--- src/rtl/core/wdlm_pkg.sv ---
// shared types, constants and character helpers for the word diff letter marker
package wdlm_pkg;

    localparam int MAX_LEN   = 32;
    localparam int ADDR_W    = (MAX_LEN > 1) ? $clog2(MAX_LEN) : 1;
    localparam int LEN_W     = $clog2(MAX_LEN + 1);
    localparam int PCT_W     = 7;
    localparam int PROD_W    = LEN_W + PCT_W;

    localparam logic [LEN_W-1:0] MAX_LEN_L    = LEN_W'(MAX_LEN);
    localparam logic [PCT_W-1:0] PCT_RESET    = 7'd60;
    localparam logic [PCT_W-1:0] PCT_SCALE    = 7'd100;

    localparam logic [1:0] REQ_LOAD_CORRECT = 2'd0;
    localparam logic [1:0] REQ_LOAD_GIVEN   = 2'd1;
    localparam logic [1:0] REQ_COMPARE      = 2'd2;

    localparam logic [1:0] LS_CORRECT = 2'd0;
    localparam logic [1:0] LS_WRONG   = 2'd1;
    localparam logic [1:0] LS_MISSING = 2'd2;

    localparam logic [1:0] WS_CORRECT     = 2'd0;
    localparam logic [1:0] WS_ALL_WRONG   = 2'd1;
    localparam logic [1:0] WS_ALL_MISSING = 2'd2;
    localparam logic [1:0] WS_MIXED       = 2'd3;

    typedef struct packed {
        logic [1:0] req_type;
        logic [7:0] char_code;
    } wdlm_in_t;

    typedef struct packed {
        logic       has_letter;
        logic [7:0] out_char;
        logic [1:0] letter_state;
        logic       last;
        logic [1:0] word_state;
        logic       punc_error;
        logic       cap_error;
        logic       spelling_error;
        logic       other_error;
    } wdlm_out_t;

    function automatic logic [7:0] to_low(input logic [7:0] c);
        return (c >= 8'h41 && c <= 8'h5A) ? c + 8'd32 : c;
    endfunction

    function automatic logic is_punc(input logic [7:0] c);
        logic r;
        case (c) inside
            8'h21, 8'h22, 8'h23, 8'h25, 8'h26, 8'h27, 8'h28, 8'h29,
            8'h2A, 8'h2C, 8'h2D, 8'h2E, 8'h2F, 8'h3A, 8'h3B, 8'h3F,
            8'h40, 8'h5B, 8'h5C, 8'h5D, 8'h5F, 8'h7B, 8'h7D: r = 1'b1;
            default: r = 1'b0;
        endcase
        return r;
    endfunction

endpackage

--- src/rtl/core/word_diff_letter_marker_core.sv ---
// word diff letter marker: word stores, alignment sequencer and result staging
//
// s_ channel: one beat per request. req_type 0 appends char_code to the
// correct word, 1 appends it to the given word, 2 compares the two words and
// 3 is dropped. Characters past MAX_LEN are dropped.
// m_ channel: a compare yields one beat per marked letter, or a single empty
// beat when both words are empty; the beat with last set carries the word
// state and error flags. Both words are cleared once that beat is issued.
// cfg_wr_en/cfg_wr_data write the spelling percentage (reset 60).
// A compare runs on one sequencer over single-port reads of each store: an
// equality pass, then a walk that emits the letters, with look-ahead
// searches through the words on each mismatch. s_ready is low from
// the compare beat until the final beat has entered the output register.
// Results are held one beat back so that the final one can carry the flags;
// a stall on m_ready holds the sequencer at its next emit step, nothing lost.
// Reset (aresetn low, synchronous) empties both words and the output.
module word_diff_letter_marker_core
    import wdlm_pkg::*;
(
    input  logic             aclk,
    input  logic             aresetn,
    input  logic             s_valid,
    output logic             s_ready,
    input  wdlm_in_t         s_data,
    output logic             m_valid,
    input  logic             m_ready,
    output wdlm_out_t        m_data,
    input  logic             cfg_wr_en,
    input  logic [PCT_W-1:0] cfg_wr_data
);

    typedef enum logic [18:0] {
        ST_IDLE     = 19'd1 << 0,
        ST_EQ_ISSUE = 19'd1 << 1,
        ST_EQ_CMP   = 19'd1 << 2,
        ST_CLASS    = 19'd1 << 3,
        ST_G_ISSUE  = 19'd1 << 4,
        ST_G_CMP    = 19'd1 << 5,
        ST_G_EQ     = 19'd1 << 6,
        ST_G_CAP1   = 19'd1 << 7,
        ST_G_CAP2   = 19'd1 << 8,
        ST_S1_ISSUE = 19'd1 << 9,
        ST_S1_CMP   = 19'd1 << 10,
        ST_S2_ISSUE = 19'd1 << 11,
        ST_S2_CMP   = 19'd1 << 12,
        ST_DECIDE   = 19'd1 << 13,
        ST_TC_ISSUE = 19'd1 << 14,
        ST_TC_EMIT  = 19'd1 << 15,
        ST_TG_ISSUE = 19'd1 << 16,
        ST_TG_EMIT  = 19'd1 << 17,
        ST_FIN      = 19'd1 << 18
    } state_t;

    state_t state_reg, state_next;

    logic [7:0] correct_mem [MAX_LEN];
    logic [7:0] given_mem   [MAX_LEN];

    logic [LEN_W-1:0] c_len_reg, g_len_reg;
    logic [LEN_W-1:0] a_reg, b_reg, i_reg, j_reg;
    logic [LEN_W-1:0] common_reg;
    logic [PCT_W-1:0] pct_reg;
    logic [7:0]       c_rdata_reg, g_rdata_reg, cc_reg, gg_reg;
    logic             punc_reg, cap_reg, nonpunc_reg, eq_reg, general_reg;
    logic [1:0]       ws_reg, tail_state_reg;
    wdlm_out_t        pend_reg, m_data_reg;
    logic             pend_valid_reg, m_valid_reg;

    logic              s_fire, out_free, emit_req, emit_go, emit_flag, fin_go, c_adv;
    logic              c_ren, g_ren;
    logic [ADDR_W-1:0] c_raddr, g_raddr;
    logic [7:0]        emit_char;
    logic [1:0]        emit_state;
    logic [LEN_W-1:0]  d1, d2, longer;
    logic [PROD_W-1:0] thr_lhs, thr_rhs;
    wdlm_out_t         emit_rec, fin_rec;

    assign s_ready  = (state_reg == ST_IDLE);
    assign s_fire   = s_valid && s_ready;
    assign out_free = !m_valid_reg || m_ready;
    assign emit_go  = emit_req && out_free;
    assign fin_go   = (state_reg == ST_FIN) && out_free;
    assign m_valid  = m_valid_reg;
    assign m_data   = m_data_reg;

    assign d1     = i_reg - a_reg;
    assign d2     = j_reg - b_reg;
    assign c_adv  = (i_reg != c_len_reg) && ((j_reg == g_len_reg) || (d1 < d2));
    assign longer = (c_len_reg > g_len_reg) ? c_len_reg : g_len_reg;
    assign thr_lhs = PROD_W'(common_reg) * PROD_W'(PCT_SCALE);
    assign thr_rhs = PROD_W'(pct_reg) * PROD_W'(longer);

    // read port selection
    always_comb begin
        c_ren   = 1'b0;
        g_ren   = 1'b0;
        c_raddr = a_reg[ADDR_W-1:0];
        g_raddr = b_reg[ADDR_W-1:0];
        unique case (state_reg)
            ST_EQ_ISSUE: begin
                c_ren = (c_len_reg == g_len_reg) && (a_reg != c_len_reg);
                g_ren = c_ren;
                g_raddr = a_reg[ADDR_W-1:0];
            end
            ST_G_ISSUE: begin
                c_ren = (a_reg != c_len_reg) && (b_reg != g_len_reg);
                g_ren = c_ren;
            end
            ST_S1_ISSUE: begin
                c_ren   = (i_reg != c_len_reg);
                c_raddr = i_reg[ADDR_W-1:0];
            end
            ST_S2_ISSUE: begin
                g_ren   = (j_reg != g_len_reg);
                g_raddr = j_reg[ADDR_W-1:0];
            end
            ST_TC_ISSUE: c_ren = (a_reg != c_len_reg);
            ST_TG_ISSUE: g_ren = (b_reg != g_len_reg);
            default: ;
        endcase
    end

    // result selection
    always_comb begin
        emit_req   = 1'b0;
        emit_flag  = 1'b0;
        emit_char  = cc_reg;
        emit_state = LS_CORRECT;
        unique case (state_reg)
            ST_G_EQ: emit_req = 1'b1;
            ST_G_CAP1: begin
                emit_req   = 1'b1;
                emit_char  = gg_reg;
                emit_state = LS_WRONG;
            end
            ST_G_CAP2: begin
                emit_req   = 1'b1;
                emit_state = LS_MISSING;
            end
            ST_DECIDE: begin
                emit_req   = 1'b1;
                emit_flag  = 1'b1;
                emit_char  = c_adv ? cc_reg : gg_reg;
                emit_state = c_adv ? LS_MISSING : LS_WRONG;
            end
            ST_TC_EMIT: begin
                emit_req   = 1'b1;
                emit_flag  = (tail_state_reg != LS_CORRECT);
                emit_char  = c_rdata_reg;
                emit_state = tail_state_reg;
            end
            ST_TG_EMIT: begin
                emit_req   = 1'b1;
                emit_flag  = 1'b1;
                emit_char  = g_rdata_reg;
                emit_state = LS_WRONG;
            end
            default: ;
        endcase
    end

    always_comb begin
        emit_rec              = '0;
        emit_rec.has_letter   = 1'b1;
        emit_rec.out_char     = emit_char;
        emit_rec.letter_state = emit_state;

        fin_rec                = pend_valid_reg ? pend_reg : '0;
        fin_rec.last           = 1'b1;
        fin_rec.word_state     = ws_reg;
        fin_rec.punc_error     = punc_reg;
        fin_rec.cap_error      = cap_reg;
        fin_rec.spelling_error = general_reg && nonpunc_reg && (thr_lhs > thr_rhs);
        fin_rec.other_error    = nonpunc_reg && !(general_reg && (thr_lhs > thr_rhs));
    end

    always_comb begin
        state_next = state_reg;
        unique case (state_reg)
            ST_IDLE:
                if (s_fire && s_data.req_type == REQ_COMPARE) begin
                    state_next = ST_EQ_ISSUE;
                end
            ST_EQ_ISSUE:
                if (c_len_reg != g_len_reg || a_reg == c_len_reg) begin
                    state_next = ST_CLASS;
                end else begin
                    state_next = ST_EQ_CMP;
                end
            ST_EQ_CMP:
                state_next = (c_rdata_reg == g_rdata_reg) ? ST_EQ_ISSUE : ST_CLASS;
            ST_CLASS:
                if (eq_reg || c_len_reg == '0 || g_len_reg == '0) begin
                    state_next = ST_TC_ISSUE;
                end else begin
                    state_next = ST_G_ISSUE;
                end
            ST_G_ISSUE:
                state_next = c_ren ? ST_G_CMP : ST_TC_ISSUE;
            ST_G_CMP:
                if (c_rdata_reg == g_rdata_reg) begin
                    state_next = ST_G_EQ;
                end else if (to_low(c_rdata_reg) == to_low(g_rdata_reg)) begin
                    state_next = ST_G_CAP1;
                end else begin
                    state_next = ST_S1_ISSUE;
                end
            ST_G_EQ:     if (emit_go) state_next = ST_G_ISSUE;
            ST_G_CAP1:   if (emit_go) state_next = ST_G_CAP2;
            ST_G_CAP2:   if (emit_go) state_next = ST_G_ISSUE;
            ST_S1_ISSUE: state_next = c_ren ? ST_S1_CMP : ST_S2_ISSUE;
            ST_S1_CMP:
                state_next = (to_low(c_rdata_reg) == to_low(gg_reg)) ? ST_S2_ISSUE
                                                                      : ST_S1_ISSUE;
            ST_S2_ISSUE: state_next = g_ren ? ST_S2_CMP : ST_DECIDE;
            ST_S2_CMP:
                state_next = (to_low(g_rdata_reg) == to_low(cc_reg)) ? ST_DECIDE
                                                                      : ST_S2_ISSUE;
            ST_DECIDE:   if (emit_go) state_next = ST_G_ISSUE;
            ST_TC_ISSUE: state_next = c_ren ? ST_TC_EMIT : ST_TG_ISSUE;
            ST_TC_EMIT:  if (emit_go) state_next = ST_TC_ISSUE;
            ST_TG_ISSUE: state_next = g_ren ? ST_TG_EMIT : ST_FIN;
            ST_TG_EMIT:  if (emit_go) state_next = ST_TG_ISSUE;
            ST_FIN:      if (out_free) state_next = ST_IDLE;
            default:     state_next = ST_IDLE;
        endcase
    end

    // word stores
    always_ff @(posedge aclk) begin
        if (s_fire && s_data.req_type == REQ_LOAD_CORRECT && c_len_reg < MAX_LEN_L) begin
            correct_mem[c_len_reg[ADDR_W-1:0]] <= s_data.char_code;
        end
        if (s_fire && s_data.req_type == REQ_LOAD_GIVEN && g_len_reg < MAX_LEN_L) begin
            given_mem[g_len_reg[ADDR_W-1:0]] <= s_data.char_code;
        end
        if (c_ren) begin
            c_rdata_reg <= correct_mem[c_raddr];
        end
        if (g_ren) begin
            g_rdata_reg <= given_mem[g_raddr];
        end
    end

    // payload registers
    always_ff @(posedge aclk) begin
        if (state_reg == ST_G_CMP) begin
            cc_reg <= c_rdata_reg;
            gg_reg <= g_rdata_reg;
        end
        if (emit_go) begin
            pend_reg <= emit_rec;
            if (pend_valid_reg) begin
                m_data_reg <= pend_reg;
            end
        end
        if (fin_go) begin
            m_data_reg <= fin_rec;
        end
    end

    always_ff @(posedge aclk) begin
        if (!aresetn) begin
            state_reg      <= ST_IDLE;
            c_len_reg      <= '0;
            g_len_reg      <= '0;
            a_reg          <= '0;
            b_reg          <= '0;
            i_reg          <= '0;
            j_reg          <= '0;
            common_reg     <= '0;
            pct_reg        <= PCT_RESET;
            punc_reg       <= 1'b0;
            cap_reg        <= 1'b0;
            nonpunc_reg    <= 1'b0;
            eq_reg         <= 1'b0;
            general_reg    <= 1'b0;
            ws_reg         <= WS_CORRECT;
            tail_state_reg <= LS_CORRECT;
            pend_valid_reg <= 1'b0;
            m_valid_reg    <= 1'b0;
        end else begin
            state_reg <= state_next;

            if (cfg_wr_en) begin
                pct_reg <= cfg_wr_data;
            end

            if (m_ready) begin
                m_valid_reg <= 1'b0;
            end
            if (emit_go) begin
                pend_valid_reg <= 1'b1;
                if (pend_valid_reg) begin
                    m_valid_reg <= 1'b1;
                end
            end
            if (emit_go && emit_flag) begin
                if (is_punc(emit_char)) begin
                    punc_reg <= 1'b1;
                end else begin
                    nonpunc_reg <= 1'b1;
                end
            end

            unique case (state_reg)
                ST_IDLE:
                    if (s_fire) begin
                        case (s_data.req_type)
                            REQ_LOAD_CORRECT:
                                if (c_len_reg < MAX_LEN_L) c_len_reg <= c_len_reg + 1'b1;
                            REQ_LOAD_GIVEN:
                                if (g_len_reg < MAX_LEN_L) g_len_reg <= g_len_reg + 1'b1;
                            REQ_COMPARE: begin
                                a_reg       <= '0;
                                b_reg       <= '0;
                                common_reg  <= '0;
                                punc_reg    <= 1'b0;
                                cap_reg     <= 1'b0;
                                nonpunc_reg <= 1'b0;
                            end
                            default: ;
                        endcase
                    end
                ST_EQ_ISSUE:
                    if (state_next == ST_CLASS) begin
                        eq_reg <= (c_len_reg == g_len_reg);
                    end
                ST_EQ_CMP:
                    if (c_rdata_reg == g_rdata_reg) begin
                        a_reg <= a_reg + 1'b1;
                    end else begin
                        eq_reg <= 1'b0;
                    end
                ST_CLASS: begin
                    a_reg <= '0;
                    b_reg <= eq_reg ? g_len_reg : '0;
                    general_reg <= 1'b0;
                    tail_state_reg <= LS_MISSING;
                    if (eq_reg) begin
                        ws_reg         <= WS_CORRECT;
                        tail_state_reg <= LS_CORRECT;
                    end else if (c_len_reg == '0) begin
                        ws_reg <= WS_ALL_WRONG;
                    end else if (g_len_reg == '0) begin
                        ws_reg <= WS_ALL_MISSING;
                    end else begin
                        ws_reg      <= WS_MIXED;
                        general_reg <= 1'b1;
                    end
                end
                ST_G_CMP: begin
                    i_reg <= a_reg;
                    j_reg <= b_reg;
                end
                ST_G_EQ, ST_G_CAP2:
                    if (emit_go) begin
                        a_reg      <= a_reg + 1'b1;
                        b_reg      <= b_reg + 1'b1;
                        common_reg <= common_reg + 1'b1;
                    end
                ST_G_CAP1:
                    if (emit_go) cap_reg <= 1'b1;
                ST_S1_CMP:
                    if (to_low(c_rdata_reg) != to_low(gg_reg)) i_reg <= i_reg + 1'b1;
                ST_S2_CMP:
                    if (to_low(g_rdata_reg) != to_low(cc_reg)) j_reg <= j_reg + 1'b1;
                ST_DECIDE:
                    if (emit_go) begin
                        if (c_adv) begin
                            a_reg <= a_reg + 1'b1;
                        end else begin
                            b_reg <= b_reg + 1'b1;
                        end
                    end
                ST_TC_EMIT:
                    if (emit_go) a_reg <= a_reg + 1'b1;
                ST_TG_EMIT:
                    if (emit_go) b_reg <= b_reg + 1'b1;
                ST_FIN:
                    if (out_free) begin
                        m_valid_reg    <= 1'b1;
                        pend_valid_reg <= 1'b0;
                        c_len_reg      <= '0;
                        g_len_reg      <= '0;
                    end
                default: ;
            endcase
        end
    end

    // word lengths never pass the store depth
    assert property (@(posedge aclk) disable iff (!aresetn)
        c_len_reg <= MAX_LEN_L && g_len_reg <= MAX_LEN_L)
        else $error("word length beyond store depth");

    // no held-back beat survives into idle
    assert property (@(posedge aclk) disable iff (!aresetn)
        state_reg == ST_IDLE |-> !pend_valid_reg)
        else $error("pending beat left behind after compare");

    // walk pointers stay inside their words during a compare
    assert property (@(posedge aclk) disable iff (!aresetn)
        state_reg != ST_IDLE |-> (a_reg <= c_len_reg && b_reg <= g_len_reg))
        else $error("alignment pointer past end of word");

    // the correct-word search pointer never runs behind its alignment pointer
    assert property (@(posedge aclk) disable iff (!aresetn)
        (state_reg == ST_S1_CMP || state_reg == ST_DECIDE) |-> i_reg >= a_reg)
        else $error("search pointer behind alignment pointer");

    // finishing a compare always puts the last beat on the output
    assert property (@(posedge aclk) disable iff (!aresetn)
        fin_go |=> (m_valid_reg && m_data_reg.last && state_reg == ST_IDLE))
        else $error("final beat missing after compare");

endmodule
--- config.mk ---
export PLATFORM = sky130hd
export DESIGN_NAME = word_diff_letter_marker_core
export DESIGN_NICKNAME = d
export VERILOG_FILES = /design/src/rtl/core/wdlm_pkg.sv /design/src/rtl/core/word_diff_letter_marker_core.sv
export SDC_FILE = /design/constraint.sdc
export NUM_CORES = 1
export LEC_CHECK = 0
export BUFFER_PORTS_ARGS = -buffer_cell sky130_fd_sc_hd__buf_2
export CAP_MARGIN = 20
export CORE_UTILIZATION = 60
export CTS_CLUSTER_SIZE = 10
export DETAILED_ROUTE_END_ITERATION = 10
export HOLD_SLACK_MARGIN = 0.06
export PLACE_DENSITY_LB_ADDON = 0.15
export SETUP_SLACK_MARGIN = 0.15
export SYNTH_ARGS = -nofsm -noshare
export SYNTH_HDL_FRONTEND = slang
export SYNTH_SLANG_ARGS = --single-unit
export TNS_END_PERCENT = 50
--- constraint.sdc ---
create_clock -name aclk -period 16.23 [get_ports aclk]
set_clock_uncertainty 0.2 [all_clocks]
set_input_delay 3.246 -clock aclk [delete_from_list [all_inputs] [get_ports aclk]]
set_output_delay 3.246 -clock aclk [all_outputs]
set_load 0.05 [all_outputs]
==> results of run 1 <==
==> cell type report <==
type	count	area [sq um]	area share
sequential	650	18730	0.5592
multi-input combinational	1804	11010	0.3287
clock buffer	95	2024	0.06045
tap	672	840.8	0.02511
timing repair buffer	68	407.9	0.01218
inverter	90	337.8	0.01009
clock inverter	8	141.4	0.004222
==> metal layers <==
metal  share of wire  vias up
met2            0.46      940
met1            0.42    10290
li1                -     9696
met5               0        -
met4           0.030        0
met3           0.082      146
==> path summary, 6_finish.rpt <==
path	from	endpoint	slack, ns	cells past startpoint
hold / removal	m_data[6]	m_data[6]	0.25	2
hold reg to reg	m_data[6]	m_data[6]	0.25	2
setup / recovery	g_len_reg[4]	m_data[0]	8.18	30
setup reg to reg	g_len_reg[4]	m_data[0]	8.18	30
==> layout by cell type (no fill, tap or decap), drive strengths merged, types with 10 or more instances in the layout <==
master / netlist / layout
a211oi: 52 / 52
a21o: 31 / 31
a21oi: 102 / 102
a311oi: 40 / 40
a31oi: 57 / 57
and2: 30 / 30
and3: 83 / 83
buf: 60 / 68
clkbuf: 78 / 95
dfxtp: 79 / 79
edfxtp: 571 / 571
fa: 24 / 24
ha: 92 / 92
inv: 88 / 92
mux2i: 40 / 40
nand2: 572 / 572
nand2b: 14 / 14
nand3: 154 / 154
nand3b: 10 / 10
nand4: 17 / 17
nand4b: 11 / 11
nor2: 142 / 142
nor2b: 43 / 43
nor3: 25 / 25
nor4: 17 / 17
o21ai: 45 / 45
or4: 17 / 17
xnor2: 46 / 46
xor2: 45 / 45
==> tightest hold or removal path: stages (launching register included) <==
cell,delay (ns)
dfxtp_1,0.31
nand2_1,0.06
nand2_1,0.05
==> kinds of logic (layout without fill, tap and decap cells) <==
logic type                 count (synthesis)  count (layout)  synth area share
muxes                                     43              43           0.01418
AOI/OAI and AO/OA                        386             386           0.08510
DFF                                      650             650            0.6115
buffers and inverters                    228             261           0.03150
xor gates and xnor gates                  91              91           0.02602
and+or+nand+nor                         1168            1168            0.1784
adders and majority gates                116             116           0.05327
==> stage by stage <==
| step | cells | power, mW | hold WS, ns | util | setup slack, ns |
|---|---|---|---|---|---|
| floorplan | 2682 | 1.989 | 0.2321 | - | 8.990 |
| global placement | 3284 | 2.057 | 0.2296 | 0.6230 | 8.456 |
| detailed placement | 3284 | 2.062 | 0.2399 | 0.6230 | 8.230 |
| CTS | 3387 | 3.583 | 0.2483 | 0.6661 | 8.181 |
| global route | 3387 | 3.666 | 0.2615 | 0.6661 | 7.582 |
| finish | 3387 | 3.566 | 0.2514 | 0.6661 | 8.176 |
==> power by group through the flow <==
stage	sequential, mW	combinational (mW)	clock (mW)
2_1_floorplan	1.86	0.130	0
3_3_place_gp	1.86	0.194	0
3_5_place_dp	1.86	0.199	0
4_1_cts	1.83	0.200	1.55
5_1_grt	1.83	0.222	1.62
6_report	1.83	0.201	1.54
==> impl_metrics.csv, run 1 <==
group,metric,value,unit
timing,worst_slew_pin_slew,1.000,ns
layout,drive_gt1_frac,0.07035,
timing,finalCritPeriodShare,0.4963,
cts,post_cts.repair.setup_buffers,0,
routing,first_iter_violations,2493,
synthesis,yosys.cell_count.top_type,"nand2_1",
synthesis,ys.flop_type,"edfxtp_1",
routing,routed_wirelength,74620,microns
setup_path,critical-path-max-stage-delay,0.64,ns
power_and_ir_drop,vdd_drop_max,0.08018,mV
cts,cts-buffers-inserted,76,
grt,grt_met2_use,0.4594,
power_and_ir_drop,switching_share,0.2217,
grt,grt_antenna_before_repair,0,
synthesis,synth.top_cell.area_share,0.5598,
cts,cts_tree,"built",
cts,clock-root-buffer,"clkbuf_16",
layout,fill_cell_instance_count_of_the_final_layout,3700,
floorplan,fp.dieArea,0.05195,sq mm
synthesis,synthTopCellsByArea,"edfxtp_1, nand2_1, dfxtp_1",
flow_run,max_cap_violations,0,
grt,grt_pass1_vias,20700,
setup_path,critical-path-top-delay-family,"adder cells",
setup_path,critical_path_class,"register to register",
timing,rsz0062_at_grt,"no",
synthesis,synthesis.instances,2682,
routing,number_of_design_rule_violations_left_after_detail_routing,0,
timing,finalHoldViolations,0,
floorplan,die_w,227.9,microns
grt,grt_use_total,0.2891,
worst_hold_path,min_path_type,"register to register",
synthesis,ys_top_cells_by_count,"nand2_1, edfxtp_1, nand3_1",
floorplan,pin_count,42,
power_and_ir_drop,leakage,12.27,nW
setup_path,worstSetupStartpointType,"register",
routing,routedWlPerCell,22.03,microns
cts,clock_sink_count,650,
layout,area_growth,9.343,%
cts,clk_transition_reported_paths,0.06,ns
cts,clock_path_buffers,3,
cts,cts_max_level,3,
status,outcome,"finished, final reports clean",
grt,met3_usage,0.04575,
power_and_ir_drop,switching_power,790.5,uW
setup_path,end_kind,"register",
floorplan,start_util,0.6092,
setup_path,crit_path_max_fo,9,
routing,per_cell_via_count_in_the_routed_design,6.222,
floorplan,die-height,227.9,microns
cts,insertion_delay,0.62,ns
synthesis,synth-edff-count,571,
synthesis,syn_warnings,0,
grt,largest_net_degree_at_the_start_of_global_routing,82,
place,placement.cell_area,0.03132,sq mm
layout,antenna-diode-count,0,
timing,finalMaxSlewViolations,0,
setup_path,cp.arrival,8.21,ns
grt,grt.met1_usage,0.4053,
timing,max_freq,124.2,MHz
routing,detail-route-antenna-nets,0,
power_and_ir_drop,power_per_cell_area,106.5,mW/mm^2
power_and_ir_drop,internal_power,2.775,mW
timing,slew-limit-headroom,0.3263,
timing,report.final.setup_viol,0,
cts,cts_hold_buf,0,
grt,grt_busiest_layer,"met2",
place,place_hpwl,46940,microns
layout,layout_nets,2828,
grt,overflow,0,
setup_path,path_buf_inv,3,
synthesis,avgSynthCellArea,11.42,sq um
floorplan,number_of_cell_rows,82,
power_and_ir_drop,p_seq_frac,0.513,
power_and_ir_drop,power_frac_comb,0.056,
setup_path,crit_required,16.39,ns
synthesis,ys_async_rst_share,0,
synthesis,sequential_to_total_area_share_from_yosys_stat,0.6115,
synthesis,synth.lib_cells_used.distinct,77,
synthesis,mappedNetlistArea,0.03063,sq mm
timing,min_period,8.054,ns
synthesis,synth_largest_area_cell,"edfxtp_1",
setup_path,cpMaxStageDelayCell,"a21boi_1",
layout,final_design_area_excluding_fillers,0.03349,sq mm
synthesis,synth.net_count,2820,
cts,cts_resized,0,
place,port_buffers,41,
routing,drt_first_pass_iters,7,
power_and_ir_drop,clock_power_share,0.431,
synthesis,yosys_register_bits,650,
routing,total_number_of_vias,21070,
place,place.gp.congestion,0.8954,
grt,grt_pass1_wl,116900,microns
timing,finalSetupTns,0,ns
floorplan,coreArea,0.05027,sq mm
Power figures use the tool's default switching activity.
==> run 2: changes to the inputs <==
ABC_AREA = 1   (was not set)
clock period = 7.9 ns   (was 16.23 ns; I/O delays follow)
==> run 2 against run 1 <==
Sequential power grew 110%. Core utilization is 0.32 points higher. Largest cell class unchanged. Worst setup slack worse by 7.4 ns. Die area is 0.99% higher. Hold slack got worse by 0.0078 ns.
==> impl_metrics.csv, run 2 <==
group,metric,value,unit
synthesis,synth.top_cell.area_share,0.5543,
setup_path,end_kind,"register",
layout,mostFrequentLayoutCell,"edfxtp_1",
cts,clock_path_buffers,3,
routing,detail-route-antenna-nets,0,
power_and_ir_drop,power_per_cell_area,246.1,mW/mm^2
synthesis,avgSynthCellArea,10.93,sq um
setup_path,cpMaxStageDelayCell,"fa_1",
grt,largest_net_degree_at_the_start_of_global_routing,97,
cts,cts_max_level,3,
floorplan,coreArea,0.05048,sq mm
layout,seq_area,0.01873,sq mm
setup_path,critical-path-top-delay-family,"adder cells",
worst_hold_path,min_path_type,"register to register",
timing,report.final.setup_viol,0,
timing,finalMaxSlewViolations,0,
status,outcome,"finished, final reports clean",
layout,final_design_area_excluding_fillers,0.03379,sq mm
cts,insertion_delay,0.63,ns
layout,drive_gt1_frac,0.08058,
grt,grt_busiest_layer,"met2",
layout,fill_cell_instance_count_of_the_final_layout,3809,
grt,grt_pass1_vias,21730,
place,place_hpwl,49310,microns
synthesis,yosys.cell_count.top_type,"edfxtp_1",
routing,per_cell_via_count_in_the_routed_design,6.191,
layout,antenna-diode-count,0,
synthesis,synthTopCellsByArea,"edfxtp_1, dfxtp_1, nor2_1",
layout,final_core_util,0.6694,
timing,setup_slack,0.7300,ns
place,dpl_worst_slack,0.7076,ns
grt,grt.met1_usage,0.4056,
cts,cts_tree,"built",
setup_path,ff2ff_path_depth,32,
routing,drt_first_pass_iters,6,
synthesis,synth_largest_area_cell,"edfxtp_1",
grt,grt_antenna_before_repair,0,
cts,clock_sink_count,650,
synthesis,synth.net_count,2967,
synthesis,synth.lib_cells_used.distinct,64,
place,placement.cell_area,0.03158,sq mm
layout,finish.cell_count_without_fillers,3551,
cts,clk_transition_reported_paths,0.06,ns
timing,hold-worst-slack,0.2436,ns
floorplan,number_of_cell_rows,82,
synthesis,ys_top_cells_by_count,"edfxtp_1, nor2_1, o21ai_0",
floorplan,pin_count,42,
place,port_buffers,41,
routing,routed_wirelength,77750,microns
timing,finalSetupTns,0,ns
place,place.gp.congestion,0.9177,
synthesis,mappedNetlistArea,0.03093,sq mm
routing,routedWlPerCell,21.90,microns
grt,overflow,0,
power_and_ir_drop,vdd_drop_max,0.2601,mV
synthesis,sequential_to_total_area_share_from_yosys_stat,0.6054,
setup_path,cp.arrival,7.39,ns
timing,worst_slew_pin_slew,1.016,ns
cts,post_cts.repair.setup_buffers,0,
floorplan,die_w,229.1,microns
synthesis,syn_warnings,0,
routing,total_number_of_vias,21990,
power_and_ir_drop,leakage,12.24,nW
grt,grt_use_total,0.2992,
setup_path,critical_path_class,"register to register",
grt,grt_met2_use,0.4824,
layout,area_growth,9.230,%
cts,cts-buffers-inserted,76,
synthesis,ys_async_rst_share,0,
power_and_ir_drop,total_power,8.314,mW
layout,multi_input_comb_area,0.01061,sq mm
timing,min_period,7.170,ns
grt,met3_usage,0.05316,
layout,layout_nets,2989,
place,post-place-cells,3444,
synthesis,yosys_register_bits,650,
setup_path,crit_path_max_fo,12,
floorplan,fp.dieArea,0.05247,sq mm
timing,max_freq,139.5,MHz
cts,clock-root-buffer,"clkbuf_16",
setup_path,worstSetupStartpointType,"register",
worst_hold_path,hold_path_depth,2,
setup_path,cp_num_cells,32,
grt,grt_pass1_wl,121700,microns
layout,layout_common_cells,"edfxtp_1, nor2_1, o21ai_0, inv_1, nand2_1",
setup_path,critical-path-max-stage-delay,0.55,ns
timing,finalCritPeriodShare,0.9076,
floorplan,start_util,0.6128,
timing,slew-limit-headroom,0.3225,
synthesis,synthesis.instances,2829,
cts,cts_hold_buf,0,
flow_run,max_cap_violations,0,
timing,finalHoldViolations,0,
setup_path,path_buf_inv,4,
synthesis,synth-edff-count,571,
routing,number_of_design_rule_violations_left_after_detail_routing,0,
floorplan,die-height,229.1,microns
routing,first_iter_violations,2150,
synthesis,ys.flop_type,"edfxtp_1",
timing,rsz0062_at_grt,"no",
setup_path,crit_required,8.12,ns
setup_path,critPathMostFrequentCell,"a21oi_1",
[run 2: final timing paths]
path / slack [ns] / startpoint / to
hold / removal: 0.24 / m_data[6] / m_data[6]
setup / recovery: 0.73 / g_len_reg[4] / m_data[0]
setup reg to reg: 0.73 / g_len_reg[4] / m_data[0]
hold reg to reg: 0.24 / m_data[6] / m_data[6]
[run 2: logic make-up (layout without fill, tap and decap cells)]
kind of cell / after synthesis / in the layout / share of synthesized area
buf+inv: 391 / 441 / 0.05287
flops: 650 / 650 / 0.6054
fa+ha+maj: 116 / 116 / 0.05274
xor+xnor: 64 / 64 / 0.01812
compound gates: 648 / 648 / 0.1304
simple gates: 960 / 960 / 0.1404
[run 2: what timing repair did]
item	CTS	global route
resized for setup	0	2
endpoints found under the hold margin	0	0
endpoints found under the setup margin	0	2
[run 2: where the power goes]
| part | internal (mW) | switching [mW] |
|---|---|---|
| Sequential | 3.75 | 0.0215 |
| Clock | 1.84 | 1.33 |
| Combinational | 0.469 | 0.902 |
| Total | 6.06 | 2.25 |
[run 2: cell type report]
cell class / instances / area share
Clock buffer: 97 / 0.06051
Sequential cell: 650 / 0.5543
Multi-Input combinational cell: 1788 / 0.3139
Inverter: 268 / 0.02988
Clock inverter: 9 / 0.004295
Timing Repair Buffer: 67 / 0.01222
Tap cell: 672 / 0.02488
[run 2: per-layer routing]
layer  part of all wire  wire length [microns]
met1               0.41                  32050
met2               0.47                  36810
met3              0.080                   6221
met4              0.034                   2675
met5                  0                      0
[run 2: worst reg2reg max path, delay by kind of cell (launching register included)]
kind,cells,cell delay [ns]
AOI/OAI and AO/OA,14,2.23
xor gates and xnor gates,1,0.18
adders and majority gates,6,2.47
DFF,1,0.50
buffers and inverters,4,0.41
and+or+nand+nor,7,0.98
